File: config.mk
export PLATFORM = sky130hd
export DESIGN_NAME = camera_deadzone_tile_streamer_core
export DESIGN_NICKNAME = d
export VERILOG_FILES = /design/src/design/ctdz_pkg.sv /design/src/design/ctdz_front.sv /design/src/design/ctdz_cmd_fifo.sv /design/src/design/ctdz_back.sv /design/src/design/camera_deadzone_tile_streamer_core.sv
export SDC_FILE = /design/constraint.sdc
export NUM_CORES = 2
export LEC_CHECK = 0
export BUFFER_PORTS_ARGS = -buffer_cell sky130_fd_sc_hd__buf_2
export CORE_MARGIN = 2
export CORE_UTILIZATION = 37
export CTS_CLUSTER_DIAMETER = 80
export DETAILED_ROUTE_END_ITERATION = 16
export PLACE_DENSITY_LB_ADDON = 0.05
export REMOVE_ABC_BUFFERS = 1
export SETUP_SLACK_MARGIN = 0.1
export SYNTH_ARGS = -nofsm -noshare
export SYNTH_HDL_FRONTEND = slang
export SYNTH_SLANG_ARGS = --single-unit
File: constraint.sdc
create_clock -name clk -period 10.3 [get_ports clk]
set_input_delay 1.545 -clock clk [delete_from_list [all_inputs] [get_ports clk]]
set_output_delay 1.545 -clock clk [all_outputs]
set_load 0.1 [all_outputs]
File: src/design/ctdz_pkg.sv
// ctdz_pkg: shared types and constants for the dead-zone camera tile streamer.
// Used by ctdz_front, ctdz_cmd_fifo, ctdz_back and camera_deadzone_tile_streamer_core.
// No dependencies.
package ctdz_pkg;

	// result kinds
	localparam logic [1:0] KIND_REFRESH = 2'd0;
	localparam logic [1:0] KIND_COLUMN  = 2'd1;
	localparam logic [1:0] KIND_ROW     = 2'd2;
	localparam logic [1:0] KIND_PUBLISH = 2'd3;

	// stream commands per item, leaving room for the publish result
	localparam logic [5:0] MAX_STREAM = 6'd63;

	// column/row count width: counts never exceed 62 on the streaming path
	localparam int CNT_W = 7;

	// body centre offset from the focus anchor
	localparam logic signed [17:0] BODY_DX = 18'sd8;
	localparam logic signed [17:0] BODY_DY = 18'sd8;

	// configuration register indexes
	typedef enum logic [2:0] {
		REG_LEVEL_W   = 3'd0,
		REG_LEVEL_H   = 3'd1,
		REG_LOW_X     = 3'd2,
		REG_HIGH_X    = 3'd3,
		REG_LOW_Y     = 3'd4,
		REG_HIGH_Y    = 3'd5,
		REG_REDRAW    = 3'd6
	} ctdz_reg_t;

	// configuration register set
	typedef struct packed {
		logic [9:0]  level_width_tiles;
		logic [9:0]  level_height_tiles;
		logic [8:0]  track_low_offset_x;
		logic [8:0]  track_high_offset_x;
		logic [8:0]  track_low_offset_y;
		logic [8:0]  track_high_offset_y;
		logic [11:0] full_redraw_area;
	} ctdz_cfg_t;

	// classified request handed from front to back
	typedef struct packed {
		logic               load;
		logic               refresh;
		logic signed [15:0] tx;
		logic signed [15:0] ty;
		logic signed [15:0] cam_x;
		logic signed [15:0] cam_y;
		logic [15:0]        col_start;
		logic [CNT_W-1:0]   col_cnt;
		logic [15:0]        row_start;
		logic [CNT_W-1:0]   row_cnt;
	} ctdz_cmd_t;

endpackage

File: src/design/ctdz_front.sv
// ctdz_front: accepts requests, runs the dead-zone and level clamps, keeps camera and
// stream state, and classifies each request into a command for the back end.
// Depends on ctdz_pkg.
module ctdz_front #(
	parameter int VIEW_TILES_W   = 30,
	parameter int VIEW_TILES_H   = 20,
	parameter int WINDOW_TILES_W = 32,
	parameter int WINDOW_TILES_H = 32
) (
	input  logic                 clk,
	input  logic                 arst_n,
	input  ctdz_pkg::ctdz_cfg_t  cfg,
	input  logic                 in_valid,
	output logic                 in_ready,
	input  logic                 in_mode,
	input  logic signed [15:0]   in_focus_x,
	input  logic signed [15:0]   in_focus_y,
	output logic                 cmd_wr,
	output ctdz_pkg::ctdz_cmd_t  cmd,
	input  logic                 cmd_full
);

	typedef enum logic [2:0] {
		F_IDLE,
		F_DZ,
		F_LV,
		F_DL,
		F_CL,
		F_PUSH
	} front_state_t;

	front_state_t state_q;

	logic               mode_q;
	logic signed [15:0] fx_q, fy_q;
	logic signed [15:0] cam_x_q, cam_y_q;
	logic signed [15:0] st_x_q, st_y_q;
	logic               ready_q;
	logic signed [15:0] cx_q, cy_q;
	logic signed [15:0] tx_q, ty_q;
	logic signed [15:0] dx_q, dy_q;
	logic [15:0]        adx_q, ady_q;
	ctdz_pkg::ctdz_cmd_t cmd_q;

	// dead-zone clamp
	logic signed [17:0] ctr_x, ctr_y, lo_x, hi_x, lo_y, hi_y, dz_x, dz_y;

	always_comb begin
		ctr_x = 18'(fx_q) + ctdz_pkg::BODY_DX;
		ctr_y = 18'(fy_q) - ctdz_pkg::BODY_DY;
		lo_x  = ctr_x - $signed({9'b0, cfg.track_low_offset_x});
		hi_x  = ctr_x - $signed({9'b0, cfg.track_high_offset_x});
		lo_y  = ctr_y - $signed({9'b0, cfg.track_low_offset_y});
		hi_y  = ctr_y - $signed({9'b0, cfg.track_high_offset_y});
		dz_x  = 18'(cam_x_q);
		dz_y  = 18'(cam_y_q);
		if (dz_x < lo_x) dz_x = lo_x;
		if (dz_x > hi_x) dz_x = hi_x;
		if (dz_y < lo_y) dz_y = lo_y;
		if (dz_y > hi_y) dz_y = hi_y;
	end

	// level clamp: floor at 0 first, then the (possibly negative) maximum wins
	logic signed [15:0] max_x, max_y, lv_x, lv_y;

	always_comb begin
		max_x = $signed((16'({6'b0, cfg.level_width_tiles}) - 16'(VIEW_TILES_W)) << 3);
		max_y = $signed((16'({6'b0, cfg.level_height_tiles}) - 16'(VIEW_TILES_H)) << 3);
		lv_x  = cx_q;
		lv_y  = cy_q;
		if (lv_x < 16'sd0) lv_x = 16'sd0;
		if (lv_x > max_x) lv_x = max_x;
		if (lv_y < 16'sd0) lv_y = 16'sd0;
		if (lv_y > max_y) lv_y = max_y;
	end

	// tile delta
	logic signed [15:0] dx_n, dy_n;

	always_comb begin
		dx_n = tx_q - st_x_q;
		dy_n = ty_q - st_y_q;
	end

	// level load command: publish the camera as is
	ctdz_pkg::ctdz_cmd_t ld_cmd;

	always_comb begin
		ld_cmd       = '0;
		ld_cmd.load  = 1'b1;
		ld_cmd.cam_x = cam_x_q;
		ld_cmd.cam_y = cam_y_q;
	end

	// classification: jump size and new column/row ranges
	logic [31:0]         area;
	logic                big_jump;
	logic signed [16:0]  span_x, span_y;
	ctdz_pkg::ctdz_cmd_t cls;

	always_comb begin
		area     = adx_q * ady_q;
		big_jump = !ready_q
			|| (adx_q > 16'(VIEW_TILES_W))
			|| (ady_q > 16'(VIEW_TILES_H))
			|| (area > {20'b0, cfg.full_redraw_area});
		span_x = 17'(dx_q) + 17'(VIEW_TILES_W) - 17'(WINDOW_TILES_W) + 17'sd1;
		span_y = 17'(dy_q) + 17'(VIEW_TILES_H) - 17'(WINDOW_TILES_H) + 17'sd1;

		cls           = '0;
		cls.refresh   = big_jump;
		cls.tx        = tx_q;
		cls.ty        = ty_q;
		cls.cam_x     = cam_x_q;
		cls.cam_y     = cam_y_q;
		if (!big_jump) begin
			if (dx_q > 16'sd0) begin
				cls.col_start = st_x_q + 16'(WINDOW_TILES_W);
				cls.col_cnt   = (span_x > 17'sd0) ? span_x[ctdz_pkg::CNT_W-1:0] : '0;
			end else if (dx_q < 16'sd0) begin
				cls.col_start = tx_q;
				cls.col_cnt   = adx_q[ctdz_pkg::CNT_W-1:0];
			end
			if (dy_q > 16'sd0) begin
				cls.row_start = st_y_q + 16'(WINDOW_TILES_H);
				cls.row_cnt   = (span_y > 17'sd0) ? span_y[ctdz_pkg::CNT_W-1:0] : '0;
			end else if (dy_q < 16'sd0) begin
				cls.row_start = ty_q;
				cls.row_cnt   = ady_q[ctdz_pkg::CNT_W-1:0];
			end
		end
	end

	// sequencer and state
	always_ff @(posedge clk or negedge arst_n) begin
		if (!arst_n) begin
			state_q <= F_IDLE;
			mode_q  <= 1'b0;
			fx_q    <= '0;
			fy_q    <= '0;
			cam_x_q <= '0;
			cam_y_q <= '0;
			st_x_q  <= '0;
			st_y_q  <= '0;
			ready_q <= 1'b0;
			cx_q    <= '0;
			cy_q    <= '0;
			tx_q    <= '0;
			ty_q    <= '0;
			dx_q    <= '0;
			dy_q    <= '0;
			adx_q   <= '0;
			ady_q   <= '0;
			cmd_q   <= '0;
		end else begin
			unique case (state_q)
				F_IDLE: begin
					if (in_valid) begin
						mode_q  <= in_mode;
						fx_q    <= in_focus_x;
						fy_q    <= in_focus_y;
						state_q <= F_DZ;
					end
				end
				F_DZ: begin
					if (mode_q) begin
						// level load: drop the stream, publish the camera as is
						cmd_q   <= ld_cmd;
						st_x_q  <= '0;
						st_y_q  <= '0;
						ready_q <= 1'b0;
						state_q <= F_PUSH;
					end else begin
						cx_q    <= dz_x[15:0];
						cy_q    <= dz_y[15:0];
						state_q <= F_LV;
					end
				end
				F_LV: begin
					cam_x_q <= lv_x;
					cam_y_q <= lv_y;
					tx_q    <= lv_x >>> 3;
					ty_q    <= lv_y >>> 3;
					state_q <= F_DL;
				end
				F_DL: begin
					dx_q    <= dx_n;
					dy_q    <= dy_n;
					adx_q   <= dx_n[15] ? 16'(-dx_n) : dx_n;
					ady_q   <= dy_n[15] ? 16'(-dy_n) : dy_n;
					state_q <= F_CL;
				end
				F_CL: begin
					cmd_q   <= cls;
					st_x_q  <= tx_q;
					st_y_q  <= ty_q;
					ready_q <= 1'b1;
					state_q <= F_PUSH;
				end
				F_PUSH: begin
					if (!cmd_full) state_q <= F_IDLE;
				end
				default: state_q <= F_IDLE;
			endcase
		end
	end

	assign in_ready = (state_q == F_IDLE);
	assign cmd_wr   = (state_q == F_PUSH) && !cmd_full;
	assign cmd      = cmd_q;

	// a refresh command never carries column or row work
	assert property (@(posedge clk) disable iff (!arst_n)
		cmd_wr && cmd_q.refresh |-> cmd_q.col_cnt == '0 && cmd_q.row_cnt == '0)
		else $error("refresh command carries stream work");

	// after a load the stream is not ready
	assert property (@(posedge clk) disable iff (!arst_n)
		cmd_wr && cmd_q.load |=> !ready_q)
		else $error("stream still ready after load");

	// the camera x never falls below zero after an update unless the level max is negative
	assert property (@(posedge clk) disable iff (!arst_n)
		state_q == F_LV |=> (cam_x_q >= 16'sd0 || cam_x_q == $past(max_x)))
		else $error("camera x clamp broken");

endmodule

File: src/design/ctdz_cmd_fifo.sv
// ctdz_cmd_fifo: short show-ahead queue of classified requests between front and back.
// Depends on ctdz_pkg.
module ctdz_cmd_fifo #(
	parameter int DEPTH = 2
) (
	input  logic                clk,
	input  logic                arst_n,
	input  logic                wr_en,
	input  ctdz_pkg::ctdz_cmd_t wr_data,
	output logic                full,
	input  logic                rd_en,
	output ctdz_pkg::ctdz_cmd_t rd_data,
	output logic                empty
);

	localparam int PTR_W = (DEPTH > 1) ? $clog2(DEPTH) : 1;
	localparam int CNT_W = $clog2(DEPTH + 1);

	ctdz_pkg::ctdz_cmd_t mem_q [DEPTH];
	logic [PTR_W-1:0]    wr_ptr_q, rd_ptr_q;
	logic [CNT_W-1:0]    count_q;

	function automatic logic [PTR_W-1:0] ptr_inc(input logic [PTR_W-1:0] p);
		logic [PTR_W-1:0] r;
		begin
			r = (p == PTR_W'(DEPTH - 1)) ? '0 : p + 1'b1;
			return r;
		end
	endfunction

	// entry storage
	always_ff @(posedge clk) begin
		if (wr_en) mem_q[wr_ptr_q] <= wr_data;
	end

	// pointers and fill count
	always_ff @(posedge clk or negedge arst_n) begin
		if (!arst_n) begin
			wr_ptr_q <= '0;
			rd_ptr_q <= '0;
			count_q  <= '0;
		end else begin
			if (wr_en) wr_ptr_q <= ptr_inc(wr_ptr_q);
			if (rd_en) rd_ptr_q <= ptr_inc(rd_ptr_q);
			if (wr_en && !rd_en) count_q <= count_q + 1'b1;
			else if (rd_en && !wr_en) count_q <= count_q - 1'b1;
		end
	end

	assign rd_data = mem_q[rd_ptr_q];
	assign full    = (count_q == CNT_W'(DEPTH));
	assign empty   = (count_q == '0);

	assert property (@(posedge clk) disable iff (!arst_n) wr_en |-> !full)
		else $error("write into full command queue");

	assert property (@(posedge clk) disable iff (!arst_n) rd_en |-> !empty)
		else $error("read from empty command queue");

	assert property (@(posedge clk) disable iff (!arst_n)
		count_q <= CNT_W'(DEPTH))
		else $error("command queue count out of range");

endmodule

File: src/design/ctdz_back.sv
// ctdz_back: executes classified requests, stepping through refresh, column and row
// commands and the final camera publish into a one-entry result register.
// Depends on ctdz_pkg.
module ctdz_back (
	input  logic                clk,
	input  logic                arst_n,
	input  ctdz_pkg::ctdz_cmd_t cmd,
	input  logic                cmd_empty,
	output logic                cmd_rd,
	output logic                out_valid,
	input  logic                out_pop,
	output logic [1:0]          out_kind,
	output logic signed [15:0]  out_tile_x,
	output logic signed [15:0]  out_tile_y,
	output logic signed [15:0]  out_cam_x,
	output logic signed [15:0]  out_cam_y,
	output logic                out_last
);

	typedef enum logic [2:0] {
		B_IDLE,
		B_REFRESH,
		B_COL,
		B_ROW,
		B_PUB
	} back_state_t;

	back_state_t         state_q;
	ctdz_pkg::ctdz_cmd_t cur_q;
	logic [ctdz_pkg::CNT_W-1:0] cnt_q;
	logic [15:0]         idx_q;
	logic [5:0]          n_q;
	logic                valid_q;
	logic [1:0]          kind_q;
	logic signed [15:0]  tile_x_q, tile_y_q, cam_x_q, cam_y_q;
	logic                last_q;

	logic can_emit;
	logic range_done;
	logic res_load;

	assign can_emit   = !valid_q || out_pop;
	assign range_done = (cnt_q == '0) || (n_q == ctdz_pkg::MAX_STREAM);
	assign cmd_rd     = (state_q == B_IDLE) && !cmd_empty;

	// a new result enters the result register this cycle
	assign res_load = can_emit && ((state_q == B_REFRESH) || (state_q == B_PUB)
		|| (((state_q == B_COL) || (state_q == B_ROW)) && !range_done));

	// command sequencer and result register
	always_ff @(posedge clk or negedge arst_n) begin
		if (!arst_n) begin
			state_q  <= B_IDLE;
			cur_q    <= '0;
			cnt_q    <= '0;
			idx_q    <= '0;
			n_q      <= '0;
			valid_q  <= 1'b0;
			kind_q   <= ctdz_pkg::KIND_REFRESH;
			tile_x_q <= '0;
			tile_y_q <= '0;
			cam_x_q  <= '0;
			cam_y_q  <= '0;
			last_q   <= 1'b0;
		end else begin
			// result register fill and drain
			if (res_load) valid_q <= 1'b1;
			else if (out_pop) valid_q <= 1'b0;

			unique case (state_q)
				B_IDLE: begin
					if (!cmd_empty) begin
						cur_q <= cmd;
						cnt_q <= cmd.col_cnt;
						idx_q <= cmd.col_start;
						n_q   <= '0;
						if (cmd.load) state_q <= B_PUB;
						else if (cmd.refresh) state_q <= B_REFRESH;
						else state_q <= B_COL;
					end
				end
				B_REFRESH: begin
					if (can_emit) begin
						kind_q   <= ctdz_pkg::KIND_REFRESH;
						tile_x_q <= cur_q.tx;
						tile_y_q <= cur_q.ty;
						cam_x_q  <= '0;
						cam_y_q  <= '0;
						last_q   <= 1'b0;
						n_q      <= n_q + 1'b1;
						state_q  <= B_PUB;
					end
				end
				B_COL: begin
					if (range_done) begin
						cnt_q   <= cur_q.row_cnt;
						idx_q   <= cur_q.row_start;
						state_q <= B_ROW;
					end else if (can_emit) begin
						kind_q   <= ctdz_pkg::KIND_COLUMN;
						tile_x_q <= $signed(idx_q);
						tile_y_q <= cur_q.ty;
						cam_x_q  <= '0;
						cam_y_q  <= '0;
						last_q   <= 1'b0;
						idx_q    <= idx_q + 1'b1;
						cnt_q    <= cnt_q - 1'b1;
						n_q      <= n_q + 1'b1;
					end
				end
				B_ROW: begin
					if (range_done) begin
						state_q <= B_PUB;
					end else if (can_emit) begin
						kind_q   <= ctdz_pkg::KIND_ROW;
						tile_x_q <= cur_q.tx;
						tile_y_q <= $signed(idx_q);
						cam_x_q  <= '0;
						cam_y_q  <= '0;
						last_q   <= 1'b0;
						idx_q    <= idx_q + 1'b1;
						cnt_q    <= cnt_q - 1'b1;
						n_q      <= n_q + 1'b1;
					end
				end
				B_PUB: begin
					if (can_emit) begin
						kind_q   <= ctdz_pkg::KIND_PUBLISH;
						tile_x_q <= '0;
						tile_y_q <= '0;
						cam_x_q  <= cur_q.cam_x;
						cam_y_q  <= cur_q.cam_y;
						last_q   <= 1'b1;
						state_q  <= B_IDLE;
					end
				end
				default: state_q <= B_IDLE;
			endcase
		end
	end

	assign out_valid  = valid_q;
	assign out_kind   = kind_q;
	assign out_tile_x = tile_x_q;
	assign out_tile_y = tile_y_q;
	assign out_cam_x  = cam_x_q;
	assign out_cam_y  = cam_y_q;
	assign out_last   = last_q;

	// last marks exactly the publish result
	assert property (@(posedge clk) disable iff (!arst_n)
		valid_q |-> (last_q == (kind_q == ctdz_pkg::KIND_PUBLISH)))
		else $error("last flag does not match publish kind");

	// camera fields are zero on every non-publish result
	assert property (@(posedge clk) disable iff (!arst_n)
		valid_q && kind_q != ctdz_pkg::KIND_PUBLISH |-> cam_x_q == '0 && cam_y_q == '0)
		else $error("camera fields set on stream result");

	// a publish closes the request and the sequencer goes back to idle
	assert property (@(posedge clk) disable iff (!arst_n)
		state_q == B_PUB && can_emit |=> state_q == B_IDLE && last_q)
		else $error("publish did not close the request");

endmodule

File: src/design/camera_deadzone_tile_streamer_core.sv
// camera_deadzone_tile_streamer_core: top level with configuration registers, front
// classifier, command queue and back-end sequencer.
// Depends on ctdz_pkg, ctdz_front, ctdz_cmd_fifo, ctdz_back.
//
//   channel   handshake           payload
//   -------   -----------------   ----------------------------------------------
//   input     push / full         mode, focus_x, focus_y
//   result    pop / empty         kind, tile_x, tile_y, cam_x, cam_y, last
//   config    cfg_valid/ready     cfg_index, cfg_data
//
// Front: an update request passes the dead-zone, level, delta and classify states before
// the push and a load goes from dead-zone to push, plus any wait for a queue slot. Back:
// one result per cycle while pop is held, a step to fetch each command and one to close
// each column and row range. Front and back overlap through a 2-entry command queue.
// Reset clears camera, stream state and queues and loads the register defaults.
// A stalled result port holds the back; the front keeps working until the queue fills.
module camera_deadzone_tile_streamer_core #(
	parameter int VIEW_TILES_W   = 30,
	parameter int VIEW_TILES_H   = 20,
	parameter int WINDOW_TILES_W = 32,
	parameter int WINDOW_TILES_H = 32
) (
	input  logic               clk,
	input  logic               arst_n,
	input  logic               push,
	output logic               full,
	input  logic               mode,
	input  logic signed [15:0] focus_x,
	input  logic signed [15:0] focus_y,
	output logic               empty,
	input  logic               pop,
	output logic [1:0]         kind,
	output logic signed [15:0] tile_x,
	output logic signed [15:0] tile_y,
	output logic signed [15:0] cam_x,
	output logic signed [15:0] cam_y,
	output logic               last,
	input  logic               cfg_valid,
	output logic               cfg_ready,
	input  logic [2:0]         cfg_index,
	input  logic [11:0]        cfg_data
);

	ctdz_pkg::ctdz_cfg_t cfg_q;
	ctdz_pkg::ctdz_cmd_t fr_cmd, bk_cmd;
	logic                fr_ready, fr_wr, q_full, q_empty, bk_rd, bk_valid;

	// configuration registers
	assign cfg_ready = 1'b1;

	always_ff @(posedge clk or negedge arst_n) begin
		if (!arst_n) begin
			cfg_q.level_width_tiles   <= 10'd32;
			cfg_q.level_height_tiles  <= 10'd32;
			cfg_q.track_low_offset_x  <= 9'd144;
			cfg_q.track_high_offset_x <= 9'd96;
			cfg_q.track_low_offset_y  <= 9'd93;
			cfg_q.track_high_offset_y <= 9'd67;
			cfg_q.full_redraw_area    <= 12'd150;
		end else if (cfg_valid) begin
			unique case (ctdz_pkg::ctdz_reg_t'(cfg_index))
				ctdz_pkg::REG_LEVEL_W: cfg_q.level_width_tiles   <= cfg_data[9:0];
				ctdz_pkg::REG_LEVEL_H: cfg_q.level_height_tiles  <= cfg_data[9:0];
				ctdz_pkg::REG_LOW_X:   cfg_q.track_low_offset_x  <= cfg_data[8:0];
				ctdz_pkg::REG_HIGH_X:  cfg_q.track_high_offset_x <= cfg_data[8:0];
				ctdz_pkg::REG_LOW_Y:   cfg_q.track_low_offset_y  <= cfg_data[8:0];
				ctdz_pkg::REG_HIGH_Y:  cfg_q.track_high_offset_y <= cfg_data[8:0];
				ctdz_pkg::REG_REDRAW:  cfg_q.full_redraw_area    <= cfg_data;
				default: ;
			endcase
		end
	end

	// request classifier
	ctdz_front #(
		.VIEW_TILES_W  (VIEW_TILES_W),
		.VIEW_TILES_H  (VIEW_TILES_H),
		.WINDOW_TILES_W(WINDOW_TILES_W),
		.WINDOW_TILES_H(WINDOW_TILES_H)
	) u_front (
		.clk       (clk),
		.arst_n    (arst_n),
		.cfg       (cfg_q),
		.in_valid  (push),
		.in_ready  (fr_ready),
		.in_mode   (mode),
		.in_focus_x(focus_x),
		.in_focus_y(focus_y),
		.cmd_wr    (fr_wr),
		.cmd       (fr_cmd),
		.cmd_full  (q_full)
	);

	assign full = !fr_ready;

	// decoupling queue
	ctdz_cmd_fifo #(
		.DEPTH(2)
	) u_queue (
		.clk    (clk),
		.arst_n (arst_n),
		.wr_en  (fr_wr),
		.wr_data(fr_cmd),
		.full   (q_full),
		.rd_en  (bk_rd),
		.rd_data(bk_cmd),
		.empty  (q_empty)
	);

	// result sequencer
	ctdz_back u_back (
		.clk       (clk),
		.arst_n    (arst_n),
		.cmd       (bk_cmd),
		.cmd_empty (q_empty),
		.cmd_rd    (bk_rd),
		.out_valid (bk_valid),
		.out_pop   (pop),
		.out_kind  (kind),
		.out_tile_x(tile_x),
		.out_tile_y(tile_y),
		.out_cam_x (cam_x),
		.out_cam_y (cam_y),
		.out_last  (last)
	);

	assign empty = !bk_valid;

endmodule
==> impl_metrics.ini <==
[layout]
drive_above_1_share = 0.1125
syn_to_final_growth_pct = 11.02
nets = 5126
multiInputGateArea_um2 = 24090
seq_area_um2 = 19450
insertedDiodeCount = 0
fill_cells = 12140

[route]
first_pass_iters = 5
vias = 32470
viasPerCell = 5.159
routed_wl_um = 129900
drt_drc_violations_left = 0
routedWlPerCell_um = 20.63
detail-route-antenna-nets = 0
first_iter_violations = 2159

[floorplanning]
die_area_um2 = 126700
core_area_um2 = 123300
start_util = 0.3717
rows = 129
chipWidth_um = 355.9
ios = 123
die_y_um = 355.9

[logic_synthesis]
avgSynthCellArea_um2 = 10.08
syn_inst = 4547
synth_most_common_cell = nand2_1
yosys_register_bits = 734
synth_area_um2 = 45830
synth_edf_count = 212
synth_top_area_share = 0.2752
ys_seq_area_frac = 0.4244
yosysUniqueCellTypes = 89
ys_warn_count = 0
synth_top_area_cell = dfrtp_1
yosys-top-cells-count = nand2_1, dfrtp_1, o21ai_0
ys.flop_type = dfrtp_1
async_flop_share = 0.7112
ys_top_cells_by_area = dfrtp_1, edfxtp_1, fa_1

[critical_path]
cp-end-kind = flip-flop
cp_max_fo = 34
path_class = flip-flop to flip-flop
start_kind = flip-flop
cpMaxStageDelayCell = dfrtp_1
critPathRequiredTime_ns = 10.86
max_stage_delay_ns = 0.86
crit_top_cell = fa_1
worstPathArrival_ns = 9.09

[clocking]
cts.repair.resized = 0
cts.htree.levels = 3
clock_sinks = 734
cts_tree = built
ctsHoldBuffers = 0
cts_buffer_depth = 3
path_clk_slew_ns = 0.06
postCtsSetupBuffers = 0
worst_skew_pair.late_latency_ns = 0.66
numCtsBuffers = 85
cts_root_buf = clkbuf_16

[sta]
max_freq_ghz = 0.1172
finalHoldViolCount = 0
fin_tns_setup_ns = 0
post-route-period-util = 0.8283
worst_pin_slew_ns = 1.378
max_slew_margin = 0.06901
setup_viol = 0
fin_skew_ns = 0.02605
period_needed_ns = 8.531
rsz0062_at_grt = no
slew_viol_final = 0

[grt]
grt.busiest_layer = met1
grtUsageTotal = 0.2084
use_met1 = 0.3214
grt_pass1_vias = 32370
gr-usage-met3 = 0.02525
antenna_found_initial = 1
grt_use_met2 = 0.3150
grt.overflow.total = 0
grt_max_degree = 136
grt_pass1_wl_um = 204300

[run_status]
status = finished clean

[min_path]
hold_path_class = flip-flop to flip-flop

[placement]
io_buffer_count = 121
dp_hpwl_um = 95880
gp_congestion = 0.8420

[run]
maxCapViolations = 0
## metrics by stage
| step | hold slack (ns) | instance area, µm² | worst slack (ns) | std cells | util |
|---|---|---|---|---|---|
| 3_3_place_gp | 0.4446 | 48130 | 1.883 | 6137 | 0.3903 |
| 5_1_grt | 0.4792 | 50880 | 1.046 | 6293 | 0.4126 |
| 3_5_place_dp | 0.4497 | 48130 | 1.817 | 6137 | 0.3903 |
| 6_report | 0.4619 | 50880 | 1.769 | 6293 | 0.4126 |
| 2_1_floorplan | 0.4366 | 44970 | 2.676 | 4328 | - |
| 4_1_cts | 0.4633 | 50880 | 1.727 | 6293 | 0.4126 |
## cell usage in the layout (no fill, tap or decap), drive strengths merged, types with 146 or more instances in the layout
cell and instances:
nand2 667, dfrtp 504, o21ai 461, inv 402, ha 286, edfxtp 212, fa 200, buf 172
nor2 153, a21oi 146
## final cells by class
class / instances / share of cell area
Clock buffer: 123 / 0.04798
Clock inverter: 33 / 0.006025
Inverter: 399 / 0.02949
Multi-Input combinational cell: 3195 / 0.4735
Sequential cell: 734 / 0.3824
Tap cell: 1637 / 0.04026
Timing Repair Buffer: 172 / 0.02036
## sequential cells by signal, summed over array words and instances (netlist names), 16 cells and up
signal and cells:
u_front.adx_q 16, u_front.fy_q 16, u_queue.mem_q 212, u_front.cx_q 16, u_front.ady_q 16, u_back.cur_q 81, u_front.fx_q 16, u_back.out_tile_y 16
u_front.cy_q 16, cfg_q 68, u_back.out_cam_y 16, u_front.cmd 106, u_back.out_tile_x 16, u_back.out_cam_x 16, u_back.idx_q 16
## path summary, 6_finish.rpt
kind	from	endpoint	slack [ns]	cells after the start
max in group asynchronous	arst_n	cfg_q[28]	7.53	3
hold reg to reg	u_front.cmd[64]	u_queue.mem_q[0][64]	0.46	0
hold / removal	u_front.cmd[64]	u_queue.mem_q[0][64]	0.46	0
min in group asynchronous	arst_n	u_front.dx_q[14]	0.93	1
setup / recovery	u_front.adx_q[2]	u_front.cmd[30]	1.77	25
setup reg to reg	u_front.adx_q[2]	u_front.cmd[30]	1.77	25
## kinds of logic after synthesis
kind of cell,after synthesis,synth area share
simple gates,1309,0.1336
compound gates,986,0.1361
flops,734,0.4244
buf+inv,618,0.05135
fa+ha+maj,486,0.1654
mux,240,0.05591
xor+xnor,173,0.03306
other cells,1,0.00008182
## per-layer routing
layer	vias up	share of wire	wire, µm
met3	121	0.037	4808
met5	-	0	0
met2	576	0.44	56820
li1	15830	-	-
met4	0	0.015	1936
met1	15940	0.51	66290
## worst max-delay path, delay by kind of cell (launching register included)
family / cells / cell delay (ns)
buffers and inverters: 2 / 0.12
and+or+nand+nor: 3 / 0.93
AOI/OAI and AO/OA: 11 / 2.77
xor gates and xnor gates: 1 / 0.19
DFF: 1 / 0.86
adders and majority gates: 8 / 3.42
Power is not shown: default switching activity piles up to over one toggle a cycle in this logic, so the estimate is an artifact.
